**src/design/pmss_pkg.sv**
```systemverilog
// Package for the packed state store: widths, codes, config/location structs
// and the helper functions for field width, field maximum, per-word count, reciprocal divide and fill word.
// No dependencies.
package pmss_pkg;

    localparam int FUNC_W     = 2;
    localparam int INDEX_W    = 12;
    localparam int VALUE_W    = 8;
    localparam int COUNT_W    = 13;
    localparam int BPS_W      = 4;
    localparam int WORD_W     = 16;
    localparam int WADDR_W    = INDEX_W - 1;    // index / 2 at most
    localparam int OFF_W      = 4;
    localparam int PW_W       = 5;
    localparam int RECIP_W    = 12;
    localparam int SHIFT_W    = 4;
    localparam int PROD_W     = INDEX_W + RECIP_W;
    localparam int APB_ADDR_W = 3;
    localparam int APB_DATA_W = 32;

    localparam int MAX_STATES = 4096;

    // Operation codes
    localparam logic [FUNC_W-1:0] FUNC_READ  = 2'd0;
    localparam logic [FUNC_W-1:0] FUNC_WRITE = 2'd1;
    localparam logic [FUNC_W-1:0] FUNC_CLEAR = 2'd2;

    // Register select (paddr bit 2)
    localparam logic REG_BITS_PER_STATE = 1'b0;
    localparam logic REG_DEFAULT_STATE  = 1'b1;

    localparam logic [BPS_W-1:0]  BPS_MIN   = 4'd1;
    localparam logic [BPS_W-1:0]  BPS_MAX   = 4'd8;
    localparam logic [WORD_W-1:0] WORD_ONES = 16'hffff;

    typedef struct packed {
        logic [BPS_W-1:0]   eff_bits;
        logic [VALUE_W-1:0] field_max;
        logic [VALUE_W-1:0] default_state;
        logic [WORD_W-1:0]  fill_word;
        logic [RECIP_W-1:0] recip_mult;
        logic [SHIFT_W-1:0] recip_shift;
        logic               empty;          // register write empties the store
    } t_cfg;

    typedef struct packed {
        logic [WADDR_W-1:0] word;
        logic [OFF_W-1:0]   off;
    } t_loc;

    // Out-of-range widths saturate to 1..8
    function automatic logic [BPS_W-1:0] eff_bits(input logic [BPS_W-1:0] bps);
        if (bps < BPS_MIN) return BPS_MIN;
        if (bps > BPS_MAX) return BPS_MAX;
        return bps;
    endfunction

    function automatic logic [VALUE_W-1:0] field_max(input logic [BPS_W-1:0] eb);
        return VALUE_W'((9'd1 << eb) - 9'd1);
    endfunction

    function automatic logic [PW_W-1:0] per_word(input logic [BPS_W-1:0] eb);
        case (eb)
            4'd1:    return 5'd16;
            4'd2:    return 5'd8;
            4'd3:    return 5'd5;
            4'd4:    return 5'd4;
            4'd5:    return 5'd3;
            default: return 5'd2;
        endcase
    endfunction

    // index / per_word == (index * mult) >> shift, exact for 12-bit index
    function automatic logic [RECIP_W-1:0] recip_mult(input logic [BPS_W-1:0] eb);
        case (eb)
            4'd3:    return 12'd3277;   // divide by 5
            4'd5:    return 12'd2731;   // divide by 3
            default: return 12'd1;
        endcase
    endfunction

    function automatic logic [SHIFT_W-1:0] recip_shift(input logic [BPS_W-1:0] eb);
        case (eb)
            4'd1:    return 4'd4;
            4'd2:    return 4'd3;
            4'd3:    return 4'd14;
            4'd4:    return 4'd2;
            4'd5:    return 4'd13;
            default: return 4'd1;
        endcase
    endfunction

    // Word given to freshly allocated words; an oversize default spills over
    function automatic logic [WORD_W-1:0] fill_word(input logic [BPS_W-1:0] eb,
                                                    input logic [VALUE_W-1:0] dflt);
        logic [WORD_W-1:0]  w;
        logic [VALUE_W-1:0] mx;
        logic [PW_W-1:0]    n;
        int                 sh;
        w  = '0;
        mx = field_max(eb);
        n  = per_word(eb);
        if (dflt == '0) return '0;
        if (dflt == mx) return WORD_ONES;
        for (int i = 0; i < WORD_W; i++) begin
            if (i < int'(n)) begin
                sh = i * int'(eb);
                w  = w | WORD_W'(32'(dflt) << sh);
            end
        end
        return w;
    endfunction

endpackage

```
**src/design/pmss_addr.sv**
```systemverilog
// Index to word address and bit offset: reciprocal multiply, registered,
// then shift and remainder. Depends on pmss_pkg.
module pmss_addr (
    input  logic                           i_clk,
    input  logic                           i_accept,
    input  logic [pmss_pkg::INDEX_W-1:0]   i_index,
    input  pmss_pkg::t_cfg                 i_cfg,
    output pmss_pkg::t_loc                 o_loc
);
    import pmss_pkg::*;

    logic [PROD_W-1:0]  r_prod;
    logic [INDEX_W-1:0] r_idx;
    logic [WADDR_W-1:0] word;
    logic [INDEX_W-1:0] word_x_n;
    logic [OFF_W-1:0]   rem;

    // Multiply by reciprocal on accept
    always_ff @(posedge i_clk) begin
        if (i_accept) begin
            r_prod <= PROD_W'(i_index) * PROD_W'(i_cfg.recip_mult);
            r_idx  <= i_index;
        end
    end

    assign word = WADDR_W'(r_prod >> i_cfg.recip_shift);

    // word * per_word by shifts and adds
    always_comb begin
        case (i_cfg.eff_bits)
            4'd1:    word_x_n = INDEX_W'(word) << 4;
            4'd2:    word_x_n = INDEX_W'(word) << 3;
            4'd3:    word_x_n = (INDEX_W'(word) << 2) + INDEX_W'(word);
            4'd4:    word_x_n = INDEX_W'(word) << 2;
            4'd5:    word_x_n = (INDEX_W'(word) << 1) + INDEX_W'(word);
            default: word_x_n = INDEX_W'(word) << 1;
        endcase
    end

    assign rem       = OFF_W'(r_idx - word_x_n);
    assign o_loc.word = word;
    assign o_loc.off  = OFF_W'(8'(rem) * 8'(i_cfg.eff_bits));

endmodule

```
**config.mk**
```make
export PLATFORM = sky130hd
export DESIGN_NAME = pmss_addr
export DESIGN_NICKNAME = d
export VERILOG_FILES = /design/src/design/pmss_pkg.sv /design/src/design/pmss_addr.sv
export SDC_FILE = /design/constraint.sdc
export NUM_CORES = 1
export LEC_CHECK = 0
export BUFFER_PORTS_ARGS = -buffer_cell sky130_fd_sc_hd__buf_2
export CAP_MARGIN = 20
export CORE_MARGIN = 8
export CORE_UTILIZATION = 40
export CTS_CLUSTER_DIAMETER = 100
export DETAILED_ROUTE_END_ITERATION = 7
export PLACE_DENSITY = 0.69
export SLEW_MARGIN = 20
export SYNTH_ARGS = -nofsm -noshare
export SYNTH_HDL_FRONTEND = slang
export SYNTH_SLANG_ARGS = --single-unit
```
**constraint.sdc**
```tcl
create_clock -name i_clk -period 17 [get_ports i_clk]
set_input_delay 0.85 -clock i_clk [delete_from_list [all_inputs] [get_ports i_clk]]
set_output_delay 0.85 -clock i_clk [all_outputs]
set_load 0.05 [all_outputs]
```
==> impl_metrics.env <==
export IMPL_gr_total_overflow=0
export IMPL_cts_root_buf="sky130_fd_sc_hd__clkbuf_16"
export IMPL_count_of_flip_flops_with_a_built_in_enable_after_synthesis=28
export IMPL_fill_cells=1694
export IMPL_number_of_instances_resized_during_post_cts_repair=0
export IMPL_floorplan_die_width_um=149
export IMPL_timing_final_hold_violations=0
export IMPL_synth_yosys_seq_area_share_pct=11.9
export IMPL_synth_warning_count=0
export IMPL_antenna_cells_inserted=0
export IMPL_setup_tns_ns=0
export IMPL_yosys_register_bits=28
export IMPL_cts_tree="done"
export IMPL_syn_num_nets=988
export IMPL_fmax_ghz=0.144
export IMPL_io_pins=82
export IMPL_end_kind="output port"
export IMPL_worst_ep_arrival_time_ns=6.11
export IMPL_timing_hold_worst_start="i_index[0]"
export IMPL_via_per_inst=5.11
export IMPL_grt_pass1_wl_um=24200
export IMPL_outcome="finished clean"
export IMPL_yosys_cell_types_count=55
export IMPL_power_static_leakage_nw=3.66
export IMPL_cts_hold_buffers=0
export IMPL_path_common_cell="sky130_fd_sc_hd__xnor2_1"
export IMPL_critical_path_required_ns=16.15
export IMPL_drv_cap=0
export IMPL_fin_crit_sh_pct=41.0
export IMPL_routedWlPerCell_um=14.2
export IMPL_hold_path_class="in -> reg"
export IMPL_setup_repair_after_global_routing_missed_its_margin="false"
export IMPL_clkSlewWorstSetupHoldPaths_ns=0.06
export IMPL_routed_wirelength_um=14000
export IMPL_drv_slew=0
export IMPL_synth_async_reset_ratio_pct=0
export IMPL_floorplan_core_area_sq_um=17300
export IMPL_worst_pin_slew_ns=0.730
export IMPL_setup_violations=0
export IMPL_numCtsBuffers=3
export IMPL_cts_h_tree_depth=1
export IMPL_floorplan_die_area_sq_um=22100
export IMPL_via_count=5040
export IMPL_fin_crit_ns=6.96
export IMPL_whs_ns=0.978
export IMPL_cp_slowest_cell="sky130_fd_sc_hd__mux4_1"
export IMPL_cp_cell_sequence="buf_2, mux4_1, mux2_2, a221oi_2, inv_2, ha_1, inv_1, fa_1, o21ai_0, a21oi_1, o22a_1, ha_1, xnor2_1, and2_1, ha_1, ha_1, xnor2_1, xnor2_1, xnor2_1, xnor2_1, buf_2"
export IMPL_design_final_nets=1003
export IMPL_post_route_cells_drive_above_1_share_pct=9.99
export IMPL_placedInstanceArea_sq_um=7410
export IMPL_kind_of_critical_path="in -> out"
export IMPL_post_layout_total_power_w=0.00115
export IMPL_grt_usage_pct=13.0
export IMPL_number_of_global_route_vias_before_repair=5115
export IMPL_clock_sinks=28
export IMPL_worst_hold_path_endpoint="r_idx[0]$_DFFE_PP_"
export IMPL_hold_depth=1
export IMPL_gpl_final_weighted_congestion=0.857
export IMPL_hpwlAfterDp_um=11800
export IMPL_timing_slew_headroom_pct=51.4
export IMPL_clock_tree_buffer_depth=2
export IMPL_placement_rows=48
export IMPL_crit_path_max_cell_delay_ns=0.67
export IMPL_netlist_area_sq_um=7050
export IMPL_grt_start_max_net_pins=33
export IMPL_detail_route_drc_violations=0
export IMPL_initialDrtViolationCount=183
export IMPL_setup_worst_path_start_class="input port"
export IMPL_route_antenna_remaining_nets=0
export IMPL_antenna_found_initial=0
export IMPL_irDropWorstVdd_uv=120
export IMPL_synthesis_instances=748
export IMPL_synthFlopType="sky130_fd_sc_hd__edfxtp_1"
export IMPL_area_delta_synth_final_pct=6.08
export IMPL_power_per_cell_area_nw_per_um2=154
export IMPL_start_util_pct=40.8
export IMPL_io_buffer_count=48
export IMPL_first_pass_iters=4
export IMPL_final_cell_area_sq_um=7480
export IMPL_timing_critical_path_fanout_max=32
export IMPL_post_cts_setup_buffers=0
export IMPL_fp_dieH_um=149
export IMPL_syn_area_per_cell_sq_um=9.43
-- area by class of cell --
cell class | instances | area (sq um) | share of cell area [%]
Sequential cell | 28 | 841 | 11.2
Inverter | 151 | 567 | 7.58
Tap cell | 225 | 282 | 3.76
Clock buffer | 3 | 75.1 | 1.00
Timing Repair Buffer | 48 | 240 | 3.21
Multi-Input combinational cell | 531 | 5480 | 73.2
-- worst max-delay path by stage --
stage	from	slack [ns]	end	cells past startpoint
floorplan	i_cfg[2]	10.24	o_loc[3]	20
global placement	i_cfg[2]	10.04	o_loc[3]	21
detailed placement	i_cfg[2]	9.98	o_loc[3]	21
CTS	i_cfg[2]	9.97	o_loc[3]	21
global route	i_cfg[2]	9.62	o_loc[3]	21
finish	i_cfg[2]	10.04	o_loc[3]	21
-- report_power, final --
group | internal, W | switching (W)
Clock | 0.0000311 | 0.0000179
Combinational | 0.000406 | 0.000520
Sequential | 0.000146 | 0.0000283
-- cells in the mapped netlist (all sizes together) (2+ instances only) --
cell type / number / share of area [%]
inv: 151 / 8.0
nand2: 107 / 5.7
fa: 102 / 29
ha: 71 / 13
and2: 56 / 5.0
clkbuf: 34 / 1.8
edfxtp: 28 / 12
mux4: 25 / 8.6
xnor2: 24 / 3.1
nor2: 22 / 1.2
a21oi: 19 / 1.4
o21ai: 16 / 1.1
nor2b: 11 / 0.98
a211oi: 7 / 0.75
mux2i: 7 / 0.99
nor3: 7 / 0.50
mux2: 6 / 0.96
xor2: 6 / 0.75
buf: 4 / 0.57
nand2b: 4 / 0.35
a21o: 3 / 0.32
nand3: 3 / 0.21
nor4b: 3 / 0.37
o211ai: 3 / 0.32
o21a: 3 / 0.32
a31oi: 2 / 0.18
and3: 2 / 0.18
and3b: 2 / 0.25
nor4: 2 / 0.18
o311ai: 2 / 0.25
-- sequential cells by signal (all words and copies together), names as in the netlist --
signal	count
r_idx	4
r_prod	24
-- placed cells by master (no fill, tap or decap), types with 2 or more instances in the layout --
| master | n |
|---|---|
| sky130_fd_sc_hd__inv_1 | 150 |
| sky130_fd_sc_hd__nand2_1 | 107 |
| sky130_fd_sc_hd__fa_1 | 102 |
| sky130_fd_sc_hd__ha_1 | 71 |
| sky130_fd_sc_hd__and2_1 | 56 |
| sky130_fd_sc_hd__buf_2 | 48 |
| sky130_fd_sc_hd__edfxtp_1 | 28 |
| sky130_fd_sc_hd__xnor2_1 | 23 |
| sky130_fd_sc_hd__nor2_1 | 22 |
| sky130_fd_sc_hd__a21oi_1 | 18 |
| sky130_fd_sc_hd__o21ai_0 | 15 |
| sky130_fd_sc_hd__mux4_2 | 13 |
| sky130_fd_sc_hd__mux4_1 | 12 |
| sky130_fd_sc_hd__nor2b_1 | 11 |
| sky130_fd_sc_hd__a211oi_1 | 7 |
| sky130_fd_sc_hd__nor3_1 | 7 |
| sky130_fd_sc_hd__mux2i_1 | 7 |
| sky130_fd_sc_hd__mux2_2 | 6 |
| sky130_fd_sc_hd__xor2_1 | 6 |
| sky130_fd_sc_hd__nand2b_1 | 4 |
| sky130_fd_sc_hd__nand3_1 | 3 |
| sky130_fd_sc_hd__a21o_1 | 3 |
| sky130_fd_sc_hd__o211ai_1 | 3 |
| sky130_fd_sc_hd__o21a_1 | 3 |
| sky130_fd_sc_hd__nor4b_1 | 3 |
| sky130_fd_sc_hd__clkbuf_16 | 3 |
| sky130_fd_sc_hd__and3_1 | 2 |
| sky130_fd_sc_hd__a31oi_1 | 2 |
| sky130_fd_sc_hd__and3b_1 | 2 |
| sky130_fd_sc_hd__nor4_1 | 2 |
-- per-layer routing --
metal	global-route usage [%]	wire, um	part of all wire (%)
met2	21.9	6590	47
met4	2.22	90	0.64
met1	17.8	6550	47
met5	0	0	0
met3	1.61	736	5.3
-- cell families after synthesis --
| family | after synthesis | synth area share [%] |
|---|---|---|
| flops | 28 | 11.9 |
| xor+xnor | 30 | 3.83 |
| compound gates | 69 | 6.67 |
| simple gates | 221 | 15.0 |
| fa+ha+maj | 173 | 41.5 |
| buf+inv | 189 | 10.4 |
| mux | 38 | 10.6 |
-- worst max-delay path, delay by kind of cell --
family                   cells  cell delay (ns)
AO/OA/AOI/OAI                4             0.92
multiplexers                 2             0.99
adder cells (fa/ha/maj)      5             1.40
buffers and inverters        4             1.02
XOR/XNOR                     5             0.75
AND/OR/NAND/NOR              1             0.17
-- stage by stage --
step                      util, %  cells  worst slack [ns]
after floorplan                 -    748             10.24
after global placement       42.8    983             10.04
after detailed placement     42.8    983              9.98
after CTS                    43.3    986              9.97
after global routing         43.3    986              9.62
final                        43.3    986             10.04
Power figures use the tool's default switching activity.
