`src/design/pmss_pkg.sv`:
```
// Package for the packed state store: widths, codes, config/location structs
// and the helper functions for field width, field maximum, per-word count, reciprocal divide and fill word.
// No dependencies.
package pmss_pkg;

    localparam int FUNC_W     = 2;
    localparam int INDEX_W    = 12;
    localparam int VALUE_W    = 8;
    localparam int COUNT_W    = 13;
    localparam int BPS_W      = 4;
    localparam int WORD_W     = 16;
    localparam int WADDR_W    = INDEX_W - 1;    // index / 2 at most
    localparam int OFF_W      = 4;
    localparam int PW_W       = 5;
    localparam int RECIP_W    = 12;
    localparam int SHIFT_W    = 4;
    localparam int PROD_W     = INDEX_W + RECIP_W;
    localparam int APB_ADDR_W = 3;
    localparam int APB_DATA_W = 32;

    localparam int MAX_STATES = 4096;

    // Operation codes
    localparam logic [FUNC_W-1:0] FUNC_READ  = 2'd0;
    localparam logic [FUNC_W-1:0] FUNC_WRITE = 2'd1;
    localparam logic [FUNC_W-1:0] FUNC_CLEAR = 2'd2;

    // Register select (paddr bit 2)
    localparam logic REG_BITS_PER_STATE = 1'b0;
    localparam logic REG_DEFAULT_STATE  = 1'b1;

    localparam logic [BPS_W-1:0]  BPS_MIN   = 4'd1;
    localparam logic [BPS_W-1:0]  BPS_MAX   = 4'd8;
    localparam logic [WORD_W-1:0] WORD_ONES = 16'hffff;

    typedef struct packed {
        logic [BPS_W-1:0]   eff_bits;
        logic [VALUE_W-1:0] field_max;
        logic [VALUE_W-1:0] default_state;
        logic [WORD_W-1:0]  fill_word;
        logic [RECIP_W-1:0] recip_mult;
        logic [SHIFT_W-1:0] recip_shift;
        logic               empty;          // register write empties the store
    } t_cfg;

    typedef struct packed {
        logic [WADDR_W-1:0] word;
        logic [OFF_W-1:0]   off;
    } t_loc;

    // Out-of-range widths saturate to 1..8
    function automatic logic [BPS_W-1:0] eff_bits(input logic [BPS_W-1:0] bps);
        if (bps < BPS_MIN) return BPS_MIN;
        if (bps > BPS_MAX) return BPS_MAX;
        return bps;
    endfunction

    function automatic logic [VALUE_W-1:0] field_max(input logic [BPS_W-1:0] eb);
        return VALUE_W'((9'd1 << eb) - 9'd1);
    endfunction

    function automatic logic [PW_W-1:0] per_word(input logic [BPS_W-1:0] eb);
        case (eb)
            4'd1:    return 5'd16;
            4'd2:    return 5'd8;
            4'd3:    return 5'd5;
            4'd4:    return 5'd4;
            4'd5:    return 5'd3;
            default: return 5'd2;
        endcase
    endfunction

    // index / per_word == (index * mult) >> shift, exact for 12-bit index
    function automatic logic [RECIP_W-1:0] recip_mult(input logic [BPS_W-1:0] eb);
        case (eb)
            4'd3:    return 12'd3277;   // divide by 5
            4'd5:    return 12'd2731;   // divide by 3
            default: return 12'd1;
        endcase
    endfunction

    function automatic logic [SHIFT_W-1:0] recip_shift(input logic [BPS_W-1:0] eb);
        case (eb)
            4'd1:    return 4'd4;
            4'd2:    return 4'd3;
            4'd3:    return 4'd14;
            4'd4:    return 4'd2;
            4'd5:    return 4'd13;
            default: return 4'd1;
        endcase
    endfunction

    // Word given to freshly allocated words; an oversize default spills over
    function automatic logic [WORD_W-1:0] fill_word(input logic [BPS_W-1:0] eb,
                                                    input logic [VALUE_W-1:0] dflt);
        logic [WORD_W-1:0]  w;
        logic [VALUE_W-1:0] mx;
        logic [PW_W-1:0]    n;
        int                 sh;
        w  = '0;
        mx = field_max(eb);
        n  = per_word(eb);
        if (dflt == '0) return '0;
        if (dflt == mx) return WORD_ONES;
        for (int i = 0; i < WORD_W; i++) begin
            if (i < int'(n)) begin
                sh = i * int'(eb);
                w  = w | WORD_W'(32'(dflt) << sh);
            end
        end
        return w;
    endfunction

endpackage

```
`src/design/pmss_ctrl.sv`:
```
// Sequencer: decode, fill sweep of fresh words, read-modify-write of the
// addressed word, count and output register. Depends on pmss_pkg.
module pmss_ctrl #(
    parameter  int STORE_WORDS = 2048,
    localparam int AW          = $clog2(STORE_WORDS)
) (
    input  logic                           i_clk,
    input  logic                           i_rst_n,
    input  pmss_pkg::t_cfg                 i_cfg,
    input  pmss_pkg::t_loc                 i_loc,
    // input channel
    input  logic                           i_in_valid,
    output logic                           o_in_stall,
    input  logic [pmss_pkg::FUNC_W-1:0]    i_func,
    input  logic [pmss_pkg::INDEX_W-1:0]   i_index,
    input  logic [pmss_pkg::VALUE_W-1:0]   i_value,
    // output channel
    output logic                           o_out_valid,
    input  logic                           i_out_stall,
    output logic [pmss_pkg::VALUE_W-1:0]   o_read_value,
    output logic [pmss_pkg::COUNT_W-1:0]   o_state_count,
    output logic                           o_rejected,
    // word store
    output logic                           o_mem_we,
    output logic [AW-1:0]                  o_mem_waddr,
    output logic [pmss_pkg::WORD_W-1:0]    o_mem_wdata,
    output logic                           o_mem_re,
    output logic [AW-1:0]                  o_mem_raddr,
    input  logic [pmss_pkg::WORD_W-1:0]    i_mem_rdata
);
    import pmss_pkg::*;

    typedef enum logic [1:0] {S_IDLE, S_ADDR, S_FILL, S_FIN} t_state;

    t_state             r_state, n_state;
    logic [FUNC_W-1:0]  r_func, n_func;
    logic [INDEX_W-1:0] r_idx, n_idx;
    logic [VALUE_W-1:0] r_value, n_value;
    logic [COUNT_W-1:0] r_count, n_count;
    logic [AW:0]        r_fill_cnt, n_fill_cnt;
    logic [AW-1:0]      r_waddr, n_waddr;
    logic [OFF_W-1:0]   r_off, n_off;
    logic               r_rd_default, n_rd_default;
    logic               r_rej, n_rej;
    logic               r_use_fill, n_use_fill;
    logic               r_out_valid, n_out_valid;
    logic [VALUE_W-1:0] r_read_value, n_read_value;
    logic [COUNT_W-1:0] r_state_count, n_state_count;
    logic               r_rejected, n_rejected;

    logic               accept, out_free;
    logic               w_big, idx_big;
    logic [VALUE_W-1:0] clamped, extracted;
    logic [WORD_W-1:0]  base, fmask, fval, new_word;
    logic [COUNT_W-1:0] idx_plus1;

    assign out_free   = !r_out_valid || !i_out_stall;
    assign o_in_stall = !((r_state == S_IDLE) || ((r_state == S_FIN) && out_free));
    assign accept     = i_in_valid && !o_in_stall;

    // Decode checks on the freshly computed location
    assign w_big   = 32'(i_loc.word) >= 32'(STORE_WORDS);
    assign idx_big = 32'(r_idx) >= 32'(MAX_STATES);

    // Field extract and merge
    assign extracted = VALUE_W'(i_mem_rdata >> r_off) & i_cfg.field_max;
    assign clamped   = (r_value > i_cfg.field_max) ? i_cfg.field_max : r_value;
    assign base      = r_use_fill ? i_cfg.fill_word : i_mem_rdata;
    assign fmask     = WORD_W'(i_cfg.field_max) << r_off;
    assign fval      = WORD_W'(clamped) << r_off;
    assign new_word  = (base & ~fmask) | fval;
    assign idx_plus1 = COUNT_W'(r_idx) + COUNT_W'(1);

    // Memory port: read in decode, sweep or merge writes later
    assign o_mem_re    = (r_state == S_ADDR);
    assign o_mem_raddr = AW'(i_loc.word);

    always_comb begin
        o_mem_we    = 1'b0;
        o_mem_waddr = r_waddr;
        o_mem_wdata = new_word;
        if (r_state == S_FILL) begin
            o_mem_we    = 1'b1;
            o_mem_waddr = AW'(r_fill_cnt);
            o_mem_wdata = i_cfg.fill_word;
        end else if ((r_state == S_FIN) && out_free && (r_func == FUNC_WRITE) && !r_rej) begin
            o_mem_we = 1'b1;
        end
    end

    // Next-state logic
    always_comb begin
        n_state       = r_state;
        n_func        = r_func;
        n_idx         = r_idx;
        n_value       = r_value;
        n_count       = r_count;
        n_fill_cnt    = r_fill_cnt;
        n_waddr       = r_waddr;
        n_off         = r_off;
        n_rd_default  = r_rd_default;
        n_rej         = r_rej;
        n_use_fill    = r_use_fill;
        n_out_valid   = r_out_valid;
        n_read_value  = r_read_value;
        n_state_count = r_state_count;
        n_rejected    = r_rejected;

        if (r_out_valid && !i_out_stall) begin
            n_out_valid = 1'b0;
        end

        case (r_state)
            S_IDLE: ;
            S_ADDR: begin
                n_waddr      = AW'(i_loc.word);
                n_off        = i_loc.off;
                n_rd_default = (COUNT_W'(r_idx) >= r_count) || w_big;
                n_rej        = (r_func == FUNC_WRITE) && (idx_big || w_big);
                n_use_fill   = 32'(i_loc.word) >= 32'(r_fill_cnt);
                if ((r_func == FUNC_WRITE) && !idx_big && !w_big &&
                    (32'(i_loc.word) > 32'(r_fill_cnt))) begin
                    n_state = S_FILL;
                end else begin
                    n_state = S_FIN;
                end
            end
            S_FILL: begin
                // one fresh word per cycle up to the addressed word
                n_fill_cnt = r_fill_cnt + 1'b1;
                if ((r_fill_cnt + 1'b1) == {1'b0, r_waddr}) begin
                    n_state = S_FIN;
                end
            end
            S_FIN: begin
                if (out_free) begin
                    n_read_value = '0;
                    case (r_func)
                        FUNC_READ: begin
                            n_read_value = r_rd_default ? i_cfg.default_state : extracted;
                        end
                        FUNC_WRITE: begin
                            if (!r_rej) begin
                                n_read_value = clamped;
                                if (idx_plus1 > r_count) n_count = idx_plus1;
                                if (r_use_fill) n_fill_cnt = {1'b0, r_waddr} + 1'b1;
                            end
                        end
                        FUNC_CLEAR: begin
                            n_count    = '0;
                            n_fill_cnt = '0;
                        end
                        default: ;
                    endcase
                    n_out_valid   = 1'b1;
                    n_state_count = n_count;
                    n_rejected    = r_rej;
                    n_state       = S_IDLE;
                end
            end
            default: n_state = S_IDLE;
        endcase

        // Transaction accepted: latch item, start address calculation
        if (accept) begin
            n_func  = i_func;
            n_idx   = i_index;
            n_value = i_value;
            n_state = S_ADDR;
        end

        // Register write empties the store
        if (i_cfg.empty) begin
            n_count    = '0;
            n_fill_cnt = '0;
        end
    end

    // State and registered outputs
    always_ff @(posedge i_clk) begin
        if (!i_rst_n) begin
            r_state     <= S_IDLE;
            r_count     <= '0;
            r_fill_cnt  <= '0;
            r_out_valid <= 1'b0;
        end else begin
            r_state       <= n_state;
            r_func        <= n_func;
            r_idx         <= n_idx;
            r_value       <= n_value;
            r_count       <= n_count;
            r_fill_cnt    <= n_fill_cnt;
            r_waddr       <= n_waddr;
            r_off         <= n_off;
            r_rd_default  <= n_rd_default;
            r_rej         <= n_rej;
            r_use_fill    <= n_use_fill;
            r_out_valid   <= n_out_valid;
            r_read_value  <= n_read_value;
            r_state_count <= n_state_count;
            r_rejected    <= n_rejected;
        end
    end

    assign o_out_valid   = r_out_valid;
    assign o_read_value  = r_read_value;
    assign o_state_count = r_state_count;
    assign o_rejected    = r_rejected;

endmodule

```
`config.mk`:
```
export PLATFORM = sky130hd
export DESIGN_NAME = pmss_ctrl
export DESIGN_NICKNAME = d
export VERILOG_FILES = /design/src/design/pmss_pkg.sv /design/src/design/pmss_ctrl.sv
export SDC_FILE = /design/constraint.sdc
export NUM_CORES = 1
export LEC_CHECK = 0
export BUFFER_PORTS_ARGS = -buffer_cell sky130_fd_sc_hd__buf_2
export CELL_PAD_IN_SITES_DETAIL_PLACEMENT = 1
export CELL_PAD_IN_SITES_GLOBAL_PLACEMENT = 1
export CORE_AREA = 10 10 139 141
export DETAILED_ROUTE_END_ITERATION = 7
export DIE_AREA = 0 0 149 151
export GPL_TIMING_DRIVEN = 1
export PLACE_DENSITY_LB_ADDON = 0.15
export SKIP_CTS_REPAIR_TIMING = 1
export SLEW_MARGIN = 20
export SYNTH_ARGS = -nofsm -noshare
export SYNTH_HDL_FRONTEND = slang
export SYNTH_SLANG_ARGS = --single-unit
```
`constraint.sdc`:
```
create_clock -name i_clk -period 7.35 [get_ports i_clk]
set_clock_uncertainty 0.1 [all_clocks]
set_input_delay 0.735 -clock i_clk [delete_from_list [all_inputs] [get_ports i_clk]]
set_output_delay 0.735 -clock i_clk [all_outputs]
set_load 0.1 [all_outputs]
```
==> run summary <==
==========================================================================================
Post-synthesis sequential element count .....................................           88
Sort of element at the start of the critical path ........................... primary input
Area inside the core boundary ...............................................   16,500 µm²
P&R area growth vs syn ......................................................        16.4%
Adder and majority cell fraction of the synthesized area ....................        8.62%
TritonCTS Sinks .............................................................           88
Leakage Power ...............................................................   0.00335 µW
Pin count of the biggest net entering global routing ........................           42
Clock latency on the worst-skew pair ........................................       350 ps
Max Buffers Root-to-Sink ....................................................            2
Share of synthesized area occupied by flip-flops and latches ................        32.5%
All-Layer GR Usage ..........................................................        22.3%
Unrepaired setup endpoints after global routing .............................        false
# DRC .......................................................................            0
Number of global-route vias before repair ...................................        7,194
Initial core utilization ....................................................        44.1%
Hold Path Sink .............................................................. r_count[7]$_SDFFE_PP0P_
Avg Synthesized Cell Area ...................................................     9.20 µm²
Number of nets produced by synthesis ........................................          949
Yosys warning total .........................................................            0
Clock edge transition at the registers on the reported setup and hold paths .        70 ps
Synthesized-area fraction occupied by ao, oa, aoi and oai cells .............        22.3%
Pre-antenna DRT Iters .......................................................            6
Category of the worst setup path capture point ..............................   output pin
HPWL after detailed placement ...............................................    20,100 µm
Max-slew violations .........................................................            0
R2r startpoint .............................................................. r_idx[4]$_DFFE_PP_
Synthesized instance count ..................................................          789
Share of async-settable or async-resettable flops after synthesis ...........           0%
Area of all placed cells without fillers ....................................     8450 µm²
Total number of vias ........................................................        6,909
Worst path required time ....................................................      6510 ps
Combined area of all synthesized cells ......................................     7260 µm²
Routability Congestion ......................................................        0.917
Fraction of the mapped netlist area in simple logic gates ...................        14.5%
Buffers on Ports ............................................................          152
Overall routed net length ...................................................    25,700 µm
Num CTS Buffers .............................................................            9
Number of cells on the worst reg-to-reg path ................................           11
Wire length per cell ........................................................      22.7 µm
Crit Path Max Fanout ........................................................           16
Slew HR .....................................................................        26.3%
Worst Hold Depth ............................................................            1
DRT antenna net count .......................................................            0
TritonCTS clock tree ........................................................        built
Pin slew with the least headroom to its limit ...............................      1100 ps
Die Ht ......................................................................       151 µm
Width of the die ............................................................       149 µm
Final critical delay including setup and external delays ....................      5350 ps
Post-synthesis cell type count ..............................................           68
Commonest register cell after synthesis ..................................... sky130_fd_sc_hd__edfxtp_1
Count of final hold-check violations ........................................            0
Reg-to-reg critical path endpoint ........................................... o_state_count[10]$_DFFE_PP_
Total congestion overflow after global routing ..............................            0
Initial DRC Count ...........................................................          566
Placement Cell Area .........................................................     8120 µm²
Worst path arrival time .....................................................      4520 ps
Worst hold slack after final layout .........................................       412 ps
Count of flip-flops with a built-in enable after synthesis ..................           60
# H-tree levels .............................................................            3
Global-route wire length before repair ......................................    40,100 µm
Status ......................................................................    completed
Diode insertion count for antenna repair ....................................            0
Multiplexer share of the synthesized area ...................................        11.1%
Dominant combinational cell family by area after synthesis .................. compound AO/OA/AOI/OAI gates
Placement row count .........................................................           47
Setup-failing EPs final .....................................................            0
Period Utilization, post-route ..............................................        72.8%
Share of final-layout standard cells stronger than drive strength 1 .........        23.4%
Number of antenna violations at the first check in global routing ...........            0
Nets ........................................................................        1,068
Start-to-end type of the worst setup path ...................................    in -> out
Worst hold path type ........................................................   reg -> reg
Power Dens Cells ............................................................   202 nW/µm²
Max cap viols ...............................................................            0
Ports placed on the boundary ................................................          174
Routed vias/inst ............................................................         6.10
Clock tree root driver cell ................................................. sky130_fd_sc_hd__clkbuf_16
VDD IR max ..................................................................     0.137 mV
Register-to-Register Setup Slack ............................................      3330 ps
Max Clk Rate ................................................................      187 MHz
Full die area ...............................................................   22,500 µm²
Launch point of the worst hold path ......................................... r_count[7]$_SDFFE_PP0P_
Total Neg Setup Slack .......................................................         0 ps
Fraction of synthesized cell area in xor and xnor cells .....................        4.83%
Number of fill cells ........................................................        1,953
==========================================================================================
## cell usage in the layout, fill, tap and decap left out, types with 19 or more instances in the layout
| cell type | netlist | final |
|---|---|---|
| sky130_fd_sc_hd__edfxtp_1 | 60 | 60 |
| sky130_fd_sc_hd__a21oi_1 | 35 | 35 |
| sky130_fd_sc_hd__inv_1 | 45 | 45 |
| sky130_fd_sc_hd__ha_1 | 50 | 50 |
| sky130_fd_sc_hd__dfxtp_1 | 28 | 28 |
| sky130_fd_sc_hd__nand2_1 | 75 | 75 |
| sky130_fd_sc_hd__mux4_2 | 19 | 19 |
| sky130_fd_sc_hd__xnor2_1 | 31 | 31 |
| sky130_fd_sc_hd__nand3_1 | 22 | 22 |
| sky130_fd_sc_hd__buf_2 | 5 | 152 |
| sky130_fd_sc_hd__nor2_1 | 54 | 53 |
| sky130_fd_sc_hd__o21ai_0 | 61 | 61 |
| sky130_fd_sc_hd__mux2i_1 | 21 | 21 |
## layer usage
layer / track usage, % / wire length, µm / vias up
li1: - / - / 3210
met1: 27.6 / 10900 / 3441
met2: 38.9 / 12800 / 228
met3: 4.24 / 1500 / 30
met4: 6.33 / 415 / 0
met5: 0 / 0 / -
## critical path, stage by stage
cell	delay, ps
sky130_fd_sc_hd__buf_2	160
sky130_fd_sc_hd__inv_1	100
sky130_fd_sc_hd__ha_1	330
sky130_fd_sc_hd__a211oi_1	280
sky130_fd_sc_hd__nor2_1	100
sky130_fd_sc_hd__o22ai_1	450
sky130_fd_sc_hd__or2_1	550
sky130_fd_sc_hd__mux4_1	750
sky130_fd_sc_hd__a22oi_1	270
sky130_fd_sc_hd__nor4_1	100
sky130_fd_sc_hd__or3_1	370
sky130_fd_sc_hd__buf_2	320
## state kept, by name (all words and copies together), names as in the netlist
register,flops
o_state_count,13
r_count,13
r_fill_cnt,12
r_idx,12
r_waddr,11
o_read_value,8
r_value,8
r_off,4
r_func,2
r_state,2
o_out_valid,1
r_rd_default,1
r_use_fill,1
## cells by family after synthesis
logic type,count (synthesis)
compound gates,234
simple gates,223
buf+inv,101
flops,88
mux,52
fa+ha+maj,50
xor+xnor,40
other cells,1
## power by group
group / switching [µW] / internal, µW
Clock: 213 / 302
Combinational: 459 / 162
Sequential: 22.0 / 551
Total: 695 / 1010
## worst max path at each step
stage                   start         endpoint  slack [ps]  cells past startpoint
floorplan           i_cfg[46]   o_mem_wdata[9]        1650                     12
global placement    i_cfg[46]   o_mem_wdata[4]        2310                     12
detailed placement  i_cfg[46]   o_mem_wdata[4]        2150                     12
CTS                 i_cfg[46]   o_mem_wdata[4]        2100                     12
global route        i_cfg[46]   o_mem_wdata[4]        1910                     12
finish              i_cfg[46]  o_mem_wdata[10]        2000                     12
## Yosys cell counts, types with 8 or more instances
cell,count,area (µm²)
sky130_fd_sc_hd__a21o_1,11,82.6
sky130_fd_sc_hd__a21oi_1,35,175
sky130_fd_sc_hd__a22o_1,16,140
sky130_fd_sc_hd__a22oi_1,9,67.6
sky130_fd_sc_hd__a31oi_1,9,56.3
sky130_fd_sc_hd__a32o_1,17,170
sky130_fd_sc_hd__buf_4,13,97.6
sky130_fd_sc_hd__clkbuf_1,32,120
sky130_fd_sc_hd__dfxtp_1,28,561
sky130_fd_sc_hd__edfxtp_1,60,1800
sky130_fd_sc_hd__ha_1,50,626
sky130_fd_sc_hd__inv_1,45,169
sky130_fd_sc_hd__mux2_2,10,113
sky130_fd_sc_hd__mux2i_1,21,210
sky130_fd_sc_hd__mux4_2,19,428
sky130_fd_sc_hd__nand2_1,75,282
sky130_fd_sc_hd__nand3_1,22,110
sky130_fd_sc_hd__nand4_1,13,81.3
sky130_fd_sc_hd__nor2_1,54,203
sky130_fd_sc_hd__nor2b_1,9,56.3
sky130_fd_sc_hd__nor3_1,14,70.1
sky130_fd_sc_hd__o21a_1,9,67.6
sky130_fd_sc_hd__o21ai_0,61,305
sky130_fd_sc_hd__o221ai_1,8,70.1
sky130_fd_sc_hd__xnor2_1,31,272
sky130_fd_sc_hd__xor2_1,9,78.8
## cell type report
cell class | instances | area, µm² | area share, %
multi-input combinational | 600 | 4470 | 52.9
sequential | 88 | 2360 | 28.0
timing repair buffer | 163 | 843 | 9.98
tap | 220 | 275 | 3.26
clock buffer | 10 | 229 | 2.71
inverter | 46 | 173 | 2.04
clock inverter | 6 | 93.8 | 1.11
## stage by stage
stage	instances	setup slack (ps)	utilization (%)	total power, µW
6_report	1133	2000	51.3	1710
5_1_grt	1133	1910	51.3	1780
4_1_cts	1132	2100	51.2	1720
3_5_place_dp	1116	2150	49.3	1200
3_3_place_gp	1116	2310	49.3	1180
2_1_floorplan	789	1650	-	1050
No activity file was read; power rests on OpenSTA's default activity.
